File: src/hdl/pqsa_pkg.sv
// Shared types and constants for the priority queue and stack arbiter.
`default_nettype none

package pqsa_pkg;

    localparam int QUEUE_DEPTH_DEF = 16;
    localparam int STACK_DEPTH_DEF = 16;
    localparam int CNT_W           = 5;

    // Bit 1 of the command selects a serve; otherwise code zero pushes, the rest inserts.
    localparam int         CMD_SERVE_BIT = 1;
    localparam logic [1:0] CMD_PUSH      = 2'd0;

    typedef enum logic [2:0] {
        ST_ACCEPTED = 3'd0,
        ST_FULL     = 3'd1,
        ST_SERVED_Q = 3'd2,
        ST_SERVED_S = 3'd3,
        ST_EMPTY    = 3'd4
    } t_status;

    typedef struct packed {
        logic [1:0]  cmd;
        logic [15:0] flight_id;
        logic [7:0]  severity;
        logic [10:0] time_minutes;
    } t_req;

    typedef struct packed {
        logic [2:0]       status;
        logic [15:0]      out_flight_id;
        logic [7:0]       out_severity;
        logic [10:0]      out_time_minutes;
        logic [CNT_W-1:0] queue_count;
        logic [CNT_W-1:0] stack_count;
    } t_res;

    typedef struct packed {
        logic [15:0] flight_id;
        logic [7:0]  severity;
        logic [10:0] time_minutes;
    } t_qcell;

    typedef struct packed {
        logic [15:0] flight_id;
        logic [10:0] time_minutes;
    } t_scell;

    typedef struct packed {
        logic    capture;
        logic    q_insert;
        logic    q_pop;
        logic    s_push;
        logic    s_pop;
        logic    load_res;
        t_status res_status;
    } t_dp_cmd;

    typedef struct packed {
        logic [1:0] cmd;
        logic       q_empty;
        logic       q_full;
        logic       s_empty;
        logic       s_full;
    } t_dp_stat;

endpackage

`default_nettype wire

File: src/hdl/pqsa_dp.sv
// Datapath: sorted queue cells, stack memory, request and result registers.
`default_nettype none

module pqsa_dp
    import pqsa_pkg::*;
#(
    parameter int QUEUE_DEPTH = QUEUE_DEPTH_DEF,
    parameter int STACK_DEPTH = STACK_DEPTH_DEF
) (
    input  wire logic     i_clk,
    input  wire logic     i_rst_n,
    input  wire t_req     i_req,
    input  wire t_dp_cmd  i_cmd,
    output t_dp_stat      o_stat,
    output t_res          o_res
);

    localparam int QFW = $clog2(QUEUE_DEPTH + 1);
    localparam int SFW = $clog2(STACK_DEPTH + 1);
    localparam int SAW = $clog2(STACK_DEPTH);

    t_req              r_req;
    t_res              r_res;
    t_res              n_res;
    t_qcell            r_cell [QUEUE_DEPTH];
    t_qcell            n_cell [QUEUE_DEPTH];
    t_qcell            ins_cell;
    logic [QUEUE_DEPTH-1:0] ahead;
    logic [QFW-1:0]    r_q_fill;
    logic [QFW-1:0]    n_q_fill;
    t_scell            r_mem [STACK_DEPTH];
    t_scell            r_rd_data;
    logic [SFW-1:0]    r_s_fill;
    logic [SFW-1:0]    n_s_fill;
    logic [SFW-1:0]    s_top;

    assign ins_cell = '{flight_id: r_req.flight_id, severity: r_req.severity,
                        time_minutes: r_req.time_minutes};
    assign s_top    = r_s_fill - SFW'(1);

    assign o_stat.cmd     = r_req.cmd;
    assign o_stat.q_empty = (r_q_fill == '0);
    assign o_stat.q_full  = (r_q_fill >= QFW'(QUEUE_DEPTH));
    assign o_stat.s_empty = (r_s_fill == '0);
    assign o_stat.s_full  = (r_s_fill >= SFW'(STACK_DEPTH));
    assign o_res          = r_res;

    // Each occupied cell decides on its own whether it stays ahead of the new entry.
    always_comb begin
        for (int i = 0; i < QUEUE_DEPTH; i++) begin
            ahead[i] = (QFW'(i) < r_q_fill) &&
                       ((r_cell[i].severity > r_req.severity) ||
                        ((r_cell[i].severity == r_req.severity) &&
                         (r_cell[i].time_minutes < r_req.time_minutes)));
        end
    end

    for (genvar g = 0; g < QUEUE_DEPTH; g++) begin : g_cell
        always_comb begin
            n_cell[g] = r_cell[g];
            if (i_cmd.q_insert && !ahead[g]) begin
                if (g == 0) begin
                    n_cell[g] = ins_cell;
                end else if (ahead[(g == 0) ? 0 : g-1]) begin
                    n_cell[g] = ins_cell;
                end else begin
                    n_cell[g] = r_cell[(g == 0) ? 0 : g-1];
                end
            end else if (i_cmd.q_pop && (g < QUEUE_DEPTH-1)) begin
                n_cell[g] = r_cell[(g < QUEUE_DEPTH-1) ? g+1 : g];
            end
        end

        always_ff @(posedge i_clk) begin
            r_cell[g] <= n_cell[g];
        end
    end

    always_comb begin
        n_q_fill = r_q_fill;
        if (i_cmd.q_insert) begin
            n_q_fill = r_q_fill + QFW'(1);
        end else if (i_cmd.q_pop) begin
            n_q_fill = r_q_fill - QFW'(1);
        end
        n_s_fill = r_s_fill;
        if (i_cmd.s_push) begin
            n_s_fill = r_s_fill + SFW'(1);
        end else if (i_cmd.s_pop) begin
            n_s_fill = s_top;
        end
    end

    always_comb begin
        n_res                  = r_res;
        n_res.status           = i_cmd.res_status;
        n_res.out_flight_id    = '0;
        n_res.out_severity     = '0;
        n_res.out_time_minutes = '0;
        n_res.queue_count      = CNT_W'(n_q_fill);
        n_res.stack_count      = CNT_W'(n_s_fill);
        case (i_cmd.res_status)
            ST_SERVED_Q: begin
                n_res.out_flight_id    = r_cell[0].flight_id;
                n_res.out_severity     = r_cell[0].severity;
                n_res.out_time_minutes = r_cell[0].time_minutes;
            end
            ST_SERVED_S: begin
                n_res.out_flight_id    = r_rd_data.flight_id;
                n_res.out_time_minutes = r_rd_data.time_minutes;
            end
            default: begin
            end
        endcase
    end

    always_ff @(posedge i_clk) begin
        if (!i_rst_n) begin
            r_q_fill <= '0;
            r_s_fill <= '0;
        end else begin
            r_q_fill <= n_q_fill;
            r_s_fill <= n_s_fill;
        end
    end

    always_ff @(posedge i_clk) begin
        if (i_cmd.capture) begin
            r_req <= i_req;
        end
        if (i_cmd.load_res) begin
            r_res <= n_res;
        end
    end

    // Stack store: one write port at the fill point, registered read of the top.
    always_ff @(posedge i_clk) begin
        if (i_cmd.s_push) begin
            r_mem[r_s_fill[SAW-1:0]] <= '{flight_id: r_req.flight_id,
                                          time_minutes: r_req.time_minutes};
        end
        if (i_cmd.s_pop) begin
            r_rd_data <= r_mem[s_top[SAW-1:0]];
        end
    end

endmodule

`default_nettype wire

File: src/hdl/pqsa_ctrl.sv
// Controller: sequences one command through the datapath and strobes the result.
`default_nettype none

module pqsa_ctrl
    import pqsa_pkg::*;
(
    input  wire logic     i_clk,
    input  wire logic     i_rst_n,
    input  wire logic     i_start,
    input  wire t_dp_stat i_stat,
    output t_dp_cmd       o_cmd,
    output logic          o_busy,
    output logic          o_valid
);

    typedef enum logic [1:0] {
        S_IDLE,
        S_EXEC,
        S_STACK_RD
    } t_state;

    t_state r_state;
    t_state n_state;
    logic   r_valid;
    logic   n_valid;

    assign o_busy  = (r_state != S_IDLE);
    assign o_valid = r_valid;

    always_comb begin
        n_state          = r_state;
        n_valid          = 1'b0;
        o_cmd            = '0;
        o_cmd.res_status = ST_ACCEPTED;
        unique case (r_state)
            S_IDLE: begin
                if (i_start) begin
                    o_cmd.capture = 1'b1;
                    n_state       = S_EXEC;
                end
            end
            S_EXEC: begin
                n_state = S_IDLE;
                n_valid = 1'b1;
                o_cmd.load_res = 1'b1;
                if (i_stat.cmd[CMD_SERVE_BIT]) begin
                    if (!i_stat.q_empty) begin
                        o_cmd.q_pop      = 1'b1;
                        o_cmd.res_status = ST_SERVED_Q;
                    end else if (!i_stat.s_empty) begin
                        // wait in S_STACK_RD for the registered stack read data
                        o_cmd.s_pop    = 1'b1;
                        o_cmd.load_res = 1'b0;
                        n_valid        = 1'b0;
                        n_state        = S_STACK_RD;
                    end else begin
                        o_cmd.res_status = ST_EMPTY;
                    end
                end else if (i_stat.cmd == CMD_PUSH) begin
                    if (i_stat.s_full) begin
                        o_cmd.res_status = ST_FULL;
                    end else begin
                        o_cmd.s_push = 1'b1;
                    end
                end else begin
                    if (i_stat.q_full) begin
                        o_cmd.res_status = ST_FULL;
                    end else begin
                        o_cmd.q_insert = 1'b1;
                    end
                end
            end
            S_STACK_RD: begin
                o_cmd.load_res   = 1'b1;
                o_cmd.res_status = ST_SERVED_S;
                n_valid          = 1'b1;
                n_state          = S_IDLE;
            end
            default: begin
                n_state = S_IDLE;
            end
        endcase
    end

    always_ff @(posedge i_clk) begin
        if (!i_rst_n) begin
            r_state <= S_IDLE;
            r_valid <= 1'b0;
        end else begin
            r_state <= n_state;
            r_valid <= n_valid;
        end
    end

endmodule

`default_nettype wire

File: src/hdl/priority_queue_and_stack_arbiter.sv
// Top level: strict-priority arbiter over a sorted queue and a stack.
//
// A command transfer happens at a rising edge with start high and busy low;
// i_req carries the command (push to stack, insert into sorted queue, serve)
// and the request fields. Every command produces exactly one result on
// o_res, shown for one cycle with o_valid high; the receiver cannot stall.
// The result carries the status, the served entry (zeros when nothing was
// served) and both store counts after the command.
// The result is registered as the EXEC state ends, or as the STACK_RD state
// ends for a serve taken from the stack, whose entry comes through the
// registered read port of the stack memory. busy drops in the o_valid cycle,
// so a new command can be taken at the edge that ends it, not before.
// The sorted queue is a row of cells that all compare against the new entry
// at once and shift in place on an insert or a serve.
// Reset empties both stores at once through their fill counts; no clearing
// pass runs, and a command may start as soon as reset is released.
`default_nettype none

module priority_queue_and_stack_arbiter
    import pqsa_pkg::*;
#(
    parameter int QUEUE_DEPTH = QUEUE_DEPTH_DEF,
    parameter int STACK_DEPTH = STACK_DEPTH_DEF
) (
    input  wire logic i_clk,
    input  wire logic i_rst_n,
    input  wire logic start,
    output logic      busy,
    input  wire t_req i_req,
    output logic      o_valid,
    output t_res      o_res
);

    t_dp_cmd  dp_cmd;
    t_dp_stat dp_stat;

    pqsa_ctrl u_ctrl (
        .i_clk   (i_clk),
        .i_rst_n (i_rst_n),
        .i_start (start),
        .i_stat  (dp_stat),
        .o_cmd   (dp_cmd),
        .o_busy  (busy),
        .o_valid (o_valid)
    );

    pqsa_dp #(
        .QUEUE_DEPTH (QUEUE_DEPTH),
        .STACK_DEPTH (STACK_DEPTH)
    ) u_dp (
        .i_clk   (i_clk),
        .i_rst_n (i_rst_n),
        .i_req   (i_req),
        .i_cmd   (dp_cmd),
        .o_stat  (dp_stat),
        .o_res   (o_res)
    );

    a_valid_not_busy: assert property (@(posedge i_clk) disable iff (!i_rst_n)
        o_valid |-> !busy)
        else $error("result strobe while a command is still in flight");

    a_start_goes_busy: assert property (@(posedge i_clk) disable iff (!i_rst_n)
        (start && !busy) |=> busy)
        else $error("command transfer did not make the block busy");

    a_empty_counts: assert property (@(posedge i_clk) disable iff (!i_rst_n)
        (o_valid && (o_res.status == ST_EMPTY)) |->
            ((o_res.queue_count == '0) && (o_res.stack_count == '0)))
        else $error("empty status reported with entries held");

endmodule

`default_nettype wire

File: config.mk
export PLATFORM = sky130hd
export DESIGN_NAME = priority_queue_and_stack_arbiter
export DESIGN_NICKNAME = d
export VERILOG_FILES = /design/src/hdl/pqsa_pkg.sv /design/src/hdl/pqsa_dp.sv /design/src/hdl/pqsa_ctrl.sv /design/src/hdl/priority_queue_and_stack_arbiter.sv
export SDC_FILE = /design/constraint.sdc
export NUM_CORES = 2
export LEC_CHECK = 0
export BUFFER_PORTS_ARGS = -buffer_cell sky130_fd_sc_hd__clkbuf_2
export CORE_MARGIN = 4
export CORE_UTILIZATION = 35
export DETAILED_ROUTE_END_ITERATION = 16
export PLACE_DENSITY = 0.59
export SLEW_MARGIN = 20
export SYNTH_ARGS = -nofsm -noshare
export SYNTH_HDL_FRONTEND = slang
export SYNTH_SLANG_ARGS = --single-unit
File: constraint.sdc
create_clock -name i_clk -period 8 [get_ports i_clk]
set_input_delay 0 -clock i_clk [delete_from_list [all_inputs] [get_ports i_clk]]
set_output_delay 0 -clock i_clk [all_outputs]
set_load 0.02 [all_outputs]
==> results.toml <==
[status]
status = "finished, final reports clean"

[worst_setup_path]
end_kind = "register"
critPathKind = "reg2reg"
cp.depth = 10
cp_slowest_cell = "edfxtp_1"
critPathMaxStageDelay_ns = 0.78
crit_chain = "inv_1, ha_1, and3_1, a221o_1, a21o_1, o211ai_4, buf_4, and2_2, buf_4, or2_2"
path_buf_inv = 3
crit_family = "buffers and inverters"
cp_common_cell = "buf_4"
critical_path_required_ns = 8.34
r2r_slack_ns = 2.85
crit_arrival_ns = 5.49
cp_max_fo = 71
reg2reg_depth = 10
critPathLaunchType = "register"

[routing]
drc_errors = 0
dr.pass1.iters = 6
dr.first_iter.drc_count = 3185
via_count = 34800
viasPerCell = 5.46
ant_nets = 0
wl_per_cell_um = 24.8
wl_mm = 158

[die]
die_y_um = 406
die_w_um = 406
coreArea_um2 = 157000
rows = 145
start_util_pct = 35.3
ios = 90
die_area_um2 = 165000

[logic_synthesis]
syn_nets = 4409
ys_ff_latch = 1117
syn_area_um2 = 55300
yosysWarnings = 0
synth_cells = 4087
synthFlopType = "edfxtp_1"
synth.distinct_cells = 81
synth-seq-area-share_pct = 60.4
avgSynthCellArea_um2 = 13.5
synth-edff-count = 1104
async_flop_share_pct = 0

[global_route]
grt_pass1_vias = 34900
grt_overflow = 0
grt_max_degree = 85
antenna_found_initial = 6
grt_pass1_wl_mm = 233
track_usage_pct = 19.0

[power_and_ir_drop]
ir_drop_mv = 0.195
power_uw = 13500
power_leakage_uw = 0.0235
power.density_nw_per_um2 = 215

[hold_path]
whs_path_depth = 2
min_path_type = "in2reg"

[clocking]
clock_sinks = 1117
clk_pin_slew_ns = 0.06
cts_made_buffers = 118
htreeDepth = 3
cts-root-buf = "clkbuf_16"
tritoncts = "done"
clock_latency_ns = 0.76
cts_buffer_depth = 3

[sta]
finalSetupViolCount = 0
max_freq_mhz = 194
setup_tns_ns = 0
fin_crit_ns = 5.15
hold_viol = 0
rsz0062_at_grt = "no"
fin_skew_ns = 0.0625
maxSlewHeadroom_pct = 28.1
period_share_pct = 64.4
hold_slack_ns = 0.0537
tightest_slew_ns = 1.07
slew_violations = 0

[placement]
gp_congestion = 0.848
portBuffers = 89
hpwlAfterDp_mm = 101

[finish]
multiInputGateArea_um2 = 20700
drive_above_1_share_pct = 15.7
nets = 4540
area_delta_synth_final_pct = 13.6
regArea_um2 = 33400
nFillCells = 14700

[job]
max_cap_viol_count = 0
[final timing paths]
kind	from	to
worst max-delay path	u_dp.ins_cell[13]	u_dp.r_cell[1][15]
worst min-delay path	i_req[15]	u_dp.ins_cell[15]
worst max register to register	u_dp.ins_cell[13]	u_dp.r_cell[1][15]
worst min register to register	u_dp.r_rd_data[21]	u_dp.o_res[39]
[power breakdown]
group          switching (uW)  internal (uW)  total, uW
combinational             834            454       1290
sequential                117           6610       6730
clock                    2370           3140       5510
[sequential cells by signal, summed over array words and instances (netlist names)]
signal          flops
u_ctrl.o_valid      1
u_ctrl.r_state      2
u_dp.ins_cell      35
u_dp.o_res         48
u_dp.o_stat         2
u_dp.r_cell       560
u_dp.r_mem        432
u_dp.r_q_fill       5
u_dp.r_rd_data     27
u_dp.r_s_fill       5
[Yosys cell counts, drive strengths merged (6+ instances only)]
cell type | instances | share of area [%]
and2 | 28 | 0.32
a211oi | 50 | 0.69
mux4 | 108 | 4.4
nand2 | 195 | 1.3
a31oi | 14 | 0.18
a2111oi | 9 | 0.17
a2bb2oi | 34 | 0.54
clkbuf | 135 | 0.92
nand3 | 32 | 0.29
dfxtp | 13 | 0.47
a21o | 22 | 0.30
o211ai | 18 | 0.26
o21ai | 160 | 1.5
edfxtp | 1104 | 60
a22o | 27 | 0.43
xnor2 | 7 | 0.11
ha | 282 | 6.4
nand4 | 19 | 0.21
nor3 | 19 | 0.20
nor2b | 35 | 0.40
or2 | 11 | 0.12
a21oi | 547 | 5.0
buf | 123 | 1.3
inv | 66 | 0.45
nor2 | 393 | 2.7
nand2b | 21 | 0.24
o31ai | 8 | 0.14
mux2i | 400 | 7.2
and3 | 6 | 0.068
mux2 | 137 | 2.8
[what timing repair did]
| item | 4_1_cts | 5_1_grt |
|---|---|---|
| setup buffers | 0 | 0 |
| endpoints found under the hold margin | 50 | 0 |
| gates resized for setup | 0 | 0 |
| hold buffers | 68 | 0 |
[logic make-up (layout without fill, tap and decap cells)]
group	Yosys count	in the layout	share of synthesized area, %
AOI/OAI and AO/OA	939	939	9.93
xor gates and xnor gates	9	9	0.142
adders and majority gates	282	282	6.38
buffers and inverters	324	555	2.69
DFF	1117	1117	60.4
muxes	645	645	14.4
other	0	3	0
and+or+nand+nor	771	771	6.06
[final cells by class]
| cell class | instances | area share (%) |
|---|---|---|
| antenna | 3 | 0.0119 |
| clock buffer | 147 | 4.87 |
| clock inverter | 73 | 1.24 |
| inverter | 66 | 0.396 |
| multi-input combinational | 2646 | 33.0 |
| sequential | 1117 | 53.2 |
| tap | 2058 | 4.10 |
| timing repair buffer | 269 | 3.22 |
[layer usage]
metal | up-vias | routed length [um] | global-route usage, %
met1 | 17500 | 72400 | 27.4
met3 | 168 | 11500 | 3.37
li1 | 16000 | - | -
met5 | - | 0 | 0
met4 | 0 | 3510 | 5.12
met2 | 1186 | 70800 | 29.4
[through the flow]
| step | worst slack, ns | utilization, % | instance area [um^2] | instances |
|---|---|---|---|---|
| 2_1_floorplan | 2.67 | - | 55300 | 4087 |
| 3_3_place_gp | 2.98 | 37.2 | 58300 | 6086 |
| 3_5_place_dp | 2.90 | 37.2 | 58300 | 6086 |
| 4_1_cts | 2.90 | 40.1 | 62800 | 6374 |
| 5_1_grt | 2.56 | 40.1 | 62900 | 6378 |
| 6_report | 2.85 | 40.1 | 62900 | 6379 |
[cells in the final DEF (no fill, tap or decap), types with 7 or more instances in the layout]
cell / netlist / routed
edfxtp_1: 1104 / 1104
a21oi_1: 546 / 544
mux2i_1: 400 / 400
nor2_1: 390 / 377
ha_1: 282 / 281
nand2_1: 192 / 192
o21ai_0: 139 / 138
mux2_2: 126 / 126
clkbuf_16: 0 / 118
mux4_2: 108 / 108
buf_4: 7 / 108
clkbuf_2: 0 / 89
dlygate4sd3_1: 0 / 68
inv_1: 65 / 65
a211oi_1: 49 / 49
a2bb2oi_1: 34 / 34
nor2b_1: 35 / 33
nand3_1: 32 / 30
clkbuf_1: 135 / 29
clkinv_1: 0 / 28
a22o_1: 27 / 27
and2_1: 28 / 24
clkinv_2: 0 / 22
a21o_1: 22 / 22
nand2b_1: 21 / 20
nand4_1: 19 / 19
o21ai_1: 20 / 19
o211ai_1: 16 / 16
nor2_2: 1 / 13
bufinv_16: 0 / 13
a31oi_1: 12 / 12
dfxtp_1: 13 / 12
nor3_1: 17 / 11
mux2_1: 11 / 11
or2_2: 11 / 8
nor3_2: 1 / 7
Note: power is estimated with default switching activity, not from simulation.
